$ cat config.mk
export PLATFORM = sky130hd
export DESIGN_NAME = snmt_ctrl
export DESIGN_NICKNAME = d
export VERILOG_FILES = /design/src/hdl/snmt_pkg.sv /design/src/hdl/snmt_ctrl.sv
export SDC_FILE = /design/constraint.sdc
export NUM_CORES = 1
export LEC_CHECK = 0
export BUFFER_PORTS_ARGS = -buffer_cell sky130_fd_sc_hd__buf_2
export CAP_MARGIN = 30
export CORE_MARGIN = 3
export CORE_UTILIZATION = 44
export DETAILED_ROUTE_END_ITERATION = 6
export GPL_TIMING_DRIVEN = 0
export PLACE_DENSITY = 0.73
export SETUP_SLACK_MARGIN = 0.05
export SLEW_MARGIN = 15
export SYNTH_ARGS = -nofsm -noshare
export SYNTH_HDL_FRONTEND = slang
export SYNTH_SLANG_ARGS = --single-unit
export TNS_END_PERCENT = 10
$ cat constraint.sdc
create_clock -name clk_i -period 2.25 [get_ports clk_i]
set_input_delay 0.45 -clock clk_i [delete_from_list [all_inputs] [get_ports clk_i]]
set_output_delay 0.45 -clock clk_i [all_outputs]
set_load 0.02 [all_outputs]
$ cat src/hdl/snmt_pkg.sv
// ----------------------------------------------------------------------------
// snmt_pkg: shared types and constants
// Field widths, action and status codes, and the control/status bundles that
// pass between the sorted nearest-match table controller and datapath.
// ----------------------------------------------------------------------------
package snmt_pkg;

  localparam int KEY_BITS      = 40;
  localparam int PAYLOAD_BITS  = 32;
  localparam int THR_BITS      = 20;
  localparam int TABLE_DEPTH_DEF = 64;

  localparam logic [THR_BITS-1:0] THR_RESET = THR_BITS'(240);

  localparam logic [1:0] ACT_INSERT = 2'd0;
  localparam logic [1:0] ACT_CLEAR  = 2'd1;
  localparam logic [1:0] ACT_LOOKUP = 2'd2;

  localparam logic [1:0] ST_DONE     = 2'd0;
  localparam logic [1:0] ST_REFUSED  = 2'd1;
  localparam logic [1:0] ST_NO_MATCH = 2'd2;
  localparam logic [1:0] ST_MATCH    = 2'd3;

  typedef struct packed {
    logic [1:0]              action;
    logic [KEY_BITS-1:0]     anchor_time;
    logic [PAYLOAD_BITS-1:0] entry_payload;
  } in_item_t;

  typedef struct packed {
    logic [1:0]              status;
    logic [KEY_BITS-1:0]     match_time;
    logic [PAYLOAD_BITS-1:0] match_payload;
  } out_item_t;

  typedef struct packed {
    logic [KEY_BITS-1:0]     key;
    logic [PAYLOAD_BITS-1:0] payload;
  } entry_t;

  typedef struct packed {
    logic load_item;
    logic clear_count;
    logic set_done;
    logic set_refused;
    logic ins_init;
    logic ins_rd;
    logic ins_shift;
    logic ins_place;
    logic srch_init;
    logic srch_rd;
    logic srch_step;
    logic later_rd;
    logic later_eval;
    logic earlier_rd;
    logic earlier_eval;
    logic out_load;
  } dp_cmd_t;

  typedef struct packed {
    logic [1:0] action;
    logic       full;
    logic       idx_zero;
    logic       rd_gt;
    logic       lo_lt_hi;
    logic       lo_lt_cnt;
    logic       lo_zero;
    logic       out_free;
  } dp_sts_t;

endpackage

$ cat src/hdl/snmt_ctrl.sv
// ----------------------------------------------------------------------------
// snmt_ctrl: table controller
// Sequences insert shifts, binary search, neighbor compares and result
// hand-off by issuing commands to the datapath.
// ----------------------------------------------------------------------------
module snmt_ctrl (
  input  logic              clk_i,
  input  logic              rst_ni,
  input  logic              in_valid_i,
  output logic              in_ready_o,
  input  snmt_pkg::dp_sts_t sts_i,
  output snmt_pkg::dp_cmd_t cmd_o
);

  typedef enum logic [10:0] {
    S_IDLE        = 11'b00000000001,
    S_DECODE      = 11'b00000000010,
    S_INS_CHK     = 11'b00000000100,
    S_INS_CMP     = 11'b00000001000,
    S_SRCH        = 11'b00000010000,
    S_SRCH_CMP    = 11'b00000100000,
    S_LATER       = 11'b00001000000,
    S_LATER_CMP   = 11'b00010000000,
    S_EARLIER     = 11'b00100000000,
    S_EARLIER_CMP = 11'b01000000000,
    S_FINISH      = 11'b10000000000
  } state_e;

  state_e state_q, state_d;

  always_comb begin
    state_d = state_q;
    cmd_o   = '0;
    case (state_q)
      S_IDLE: begin
        if (in_valid_i) begin
          cmd_o.load_item = 1'b1;
          state_d         = S_DECODE;
        end
      end
      S_DECODE: begin
        case (sts_i.action)
          snmt_pkg::ACT_INSERT: begin
            if (sts_i.full) begin
              cmd_o.set_refused = 1'b1;
              state_d           = S_FINISH;
            end else begin
              cmd_o.ins_init = 1'b1;
              state_d        = S_INS_CHK;
            end
          end
          snmt_pkg::ACT_CLEAR: begin
            cmd_o.clear_count = 1'b1;
            cmd_o.set_done    = 1'b1;
            state_d           = S_FINISH;
          end
          snmt_pkg::ACT_LOOKUP: begin
            cmd_o.srch_init = 1'b1;
            state_d         = S_SRCH;
          end
          default: begin
            cmd_o.set_done = 1'b1;
            state_d        = S_FINISH;
          end
        endcase
      end
      S_INS_CHK: begin
        if (sts_i.idx_zero) begin
          cmd_o.ins_place = 1'b1;
          state_d         = S_FINISH;
        end else begin
          cmd_o.ins_rd = 1'b1;
          state_d      = S_INS_CMP;
        end
      end
      S_INS_CMP: begin
        if (sts_i.rd_gt) begin
          cmd_o.ins_shift = 1'b1;
          state_d         = S_INS_CHK;
        end else begin
          cmd_o.ins_place = 1'b1;
          state_d         = S_FINISH;
        end
      end
      S_SRCH: begin
        if (sts_i.lo_lt_hi) begin
          cmd_o.srch_rd = 1'b1;
          state_d       = S_SRCH_CMP;
        end else begin
          state_d = S_LATER;
        end
      end
      S_SRCH_CMP: begin
        cmd_o.srch_step = 1'b1;
        state_d         = S_SRCH;
      end
      S_LATER: begin
        if (sts_i.lo_lt_cnt) begin
          cmd_o.later_rd = 1'b1;
          state_d        = S_LATER_CMP;
        end else begin
          state_d = S_EARLIER;
        end
      end
      S_LATER_CMP: begin
        cmd_o.later_eval = 1'b1;
        state_d          = S_EARLIER;
      end
      S_EARLIER: begin
        if (sts_i.lo_zero) begin
          state_d = S_FINISH;
        end else begin
          cmd_o.earlier_rd = 1'b1;
          state_d          = S_EARLIER_CMP;
        end
      end
      S_EARLIER_CMP: begin
        cmd_o.earlier_eval = 1'b1;
        state_d            = S_FINISH;
      end
      S_FINISH: begin
        if (sts_i.out_free) begin
          cmd_o.out_load = 1'b1;
          state_d        = S_IDLE;
        end
      end
      default: begin
        state_d = S_IDLE;
      end
    endcase
  end

  always_ff @(posedge clk_i or negedge rst_ni) begin
    if (!rst_ni) begin
      state_q <= S_IDLE;
    end else begin
      state_q <= state_d;
    end
  end

  assign in_ready_o = (state_q == S_IDLE);

endmodule
==> impl_metrics.tcl <==
set metrics [dict create \
    ir_drop_mv 1.05 \
    grt.total_usage 0.203 \
    skew_ns 0.00589 \
    synth.distinct_cells 36 \
    cts_root_buffer "clkbuf_4" \
    syn2layout_area_growth_pct 48.6 \
    status "finished, violations left" \
    clkSlewWorstSetupHoldPaths_ns 0.08 \
    worstPathArrival_ns 1.92 \
    synthXorXnorAreaFrac 0.0109 \
    yosysWarnings 0 \
    drive_gt1_frac 0.530 \
    nNetsFinal 147 \
    netlist_area_um2 801 \
    synth_compound_area_frac 0.136 \
    slew_viol_final 0 \
    die_h_um 48.7 \
    tightest_slew_ns 0.506 \
    r2r-end "state_q[0]$_DFFE_PN1P_" \
    crit_path_end_kind "output pin" \
    cp-start-kind "flip-flop" \
    seq_area_frac_synth 0.345 \
    start_util 0.497 \
    dp_slack_ns 0.219 \
    leakage_nw 0.561 \
    muxShareOfSynthArea 0 \
    first_pass_iters 4 \
    grt_antenna_before_repair 0 \
    synth_flop_cell "dfrtp_1" \
    port_buffers 28 \
    place.detailed.hpwl_mm 1.43 \
    die_width_um 48.7 \
    r2r-start "state_q[7]$_DFFE_PN0P_" \
    grt_start_max_net_pins 12 \
    final_common_cell "buf_4" \
    max_slew_margin 0.660 \
    synth.avg_cell_area_um2 8.90 \
    clk_path_buf_depth 2 \
    finalCritPeriodShare 1.06 \
    ys_seq_elements 11 \
    layout_setup_ws_ns -0.124 \
    coreArea_um2 1610 \
    pin_count 29 \
    die_area_um2 2370 \
    antennaDiodeCount 0 \
    min_period_ns 2.37 \
    numCtsBuffers 3 \
    vias 894 \
    hp-class "primary input to async pin" \
    hold_violations 0 \
    synth_edf_count 0 \
    top_register "state_q" \
    syn-num-nets 102 \
    most-common-layout-cells "buf_4, buf_2, nor2_1" \
    path_max_fanout 7 \
    grt_pass1_vias 815 \
    critPathRequiredTime_ns 1.80 \
    drcViolationCount 0 \
    overflow 0 \
    clock_latency_ns 0.28 \
    drtIter0Drc 22 \
    via_per_inst 5.66 \
    cts_sinks 11 \
    async_reset_ff_frac 1.00 \
    synth_top_family_by_area "simple AND/OR/NAND/NOR gates" \
    drt-total-wl_mm 2.37 \
    cap_violations 0 \
    antenna_left 0 \
    yosys.area_share.simple 0.456 \
    synth_fa_ha_area_frac 0 \
    violations "setup timing" \
    r2r_slack_ns 0.51 \
    reg.largest.list "state_q: 11 flops" \
    netlist_instances 90 \
    largest_reg_flops 11 \
    setup_viol 7 \
    rsz0062_at_grt "yes" \
    h-tree-depth 1 \
    ff2ff_path_depth 5 \
    crit_type "flip-flop to output pin" \
    rows 14 \
    grt_pass1_wl_mm 3.80 \
    tns_ns -0.367 \
    wl_per_cell_um 15.0 \
    clock.fmax_mhz 421 \
    p_per_area_nw_per_um2 851 \
    gp_congestion 0.803 \
    cts_tree "built" \
]
-- logic make-up (layout without fill, tap and decap cells) --
kind of cell    count (synthesis)  count (layout)
simple gates                   54              54
xor+xnor                        1               1
compound gates                 17              17
flops                          11              11
buf+inv                         7              51
-- layer usage --
metal	vias to the layer above	share of wire	GRT usage
li1	421	-	-
met1	432	0.41	0.248
met2	35	0.53	0.362
met3	6	0.045	0.0276
met4	0	0.017	0.0711
met5	-	0	0
-- critical path, stage by stage (launching register included) --
cell and delay [ns]:
dfrtp_2 0.43, buf_4 0.16, nor3_1 0.44, nand3_1 0.22
nor3_1 0.19, buf_2 0.20
-- power by group --
part           internal (mW)  leakage, nW  total [mW]  switching, mW
logic                  0.289        0.399       0.592          0.303
registers              0.230        0.144       0.278         0.0478
clock network         0.0659       0.0177       0.142         0.0766
total                  0.585        0.561        1.01          0.428
-- metrics by stage --
step	total power [mW]	area [µm²]	instances	hold WS (ns)	util
after detailed placement	0.675	977	142	0.340	0.606
after global placement	0.658	977	142	0.339	0.606
after floorplan	0.569	807	90	0.154	-
after CTS	0.916	1110	156	0.0440	0.689
after global routing	1.08	1190	158	0.0397	0.738
final	1.01	1190	158	0.0329	0.738
-- cells in the mapped netlist (2+ instances only) --
cell type	instances	area [µm²]
nor2_1	11	41.3
dfrtp_1	10	250
nand2_1	6	22.5
a21oi_1	5	25.0
inv_1	5	18.8
o21ai_0	5	25.0
nor3_1	4	20.0
nor3b_1	4	30.0
nor4b_1	4	35.0
nand3_1	3	15.0
and2_1	2	12.5
and3_2	2	15.0
buf_6	2	22.5
nand2b_1	2	12.5
nor2b_1	2	12.5
nor3_2	2	20.0
or2_1	2	12.5
-- worst max-delay path by stage --
stage	cells past startpoint	start	end	slack [ns]
final	5	state_q[7]$_DFFE_PN0P_	cmd_o[14]	-0.12
after global routing	5	state_q[7]$_DFFE_PN0P_	cmd_o[14]	-0.19
after CTS	6	state_q[9]$_DFFE_PN0P_	cmd_o[12]	0.02
after detailed placement	6	state_q[9]$_DFFE_PN0P_	cmd_o[12]	0.22
after global placement	6	state_q[6]$_DFFE_PN0P_	cmd_o[6]	0.23
after floorplan	4	state_q[6]$_DFFE_PN0P_	cmd_o[2]	0.03
-- final cells by class --
| cell class | count | area (µm²) |
|---|---|---|
| Multi-Input combinational cell | 72 | 538 |
| Fill cell | 135 | 422 |
| Sequential cell | 11 | 280 |
| Timing Repair Buffer | 40 | 273 |
| Tap cell | 24 | 30.0 |
| Clock buffer | 3 | 22.5 |
| Buffer | 2 | 22.5 |
| Inverter | 5 | 18.8 |
| Clock inverter | 1 | 5.00 |
-- timing repair --
item	4_1_cts	5_1_grt
buffers inserted	10	2
endpoints found under the setup margin	10	17
hold buffers	0	0
gates resized for setup	9	20
pin swaps	6	9
(Power assumes the default switching activity.)
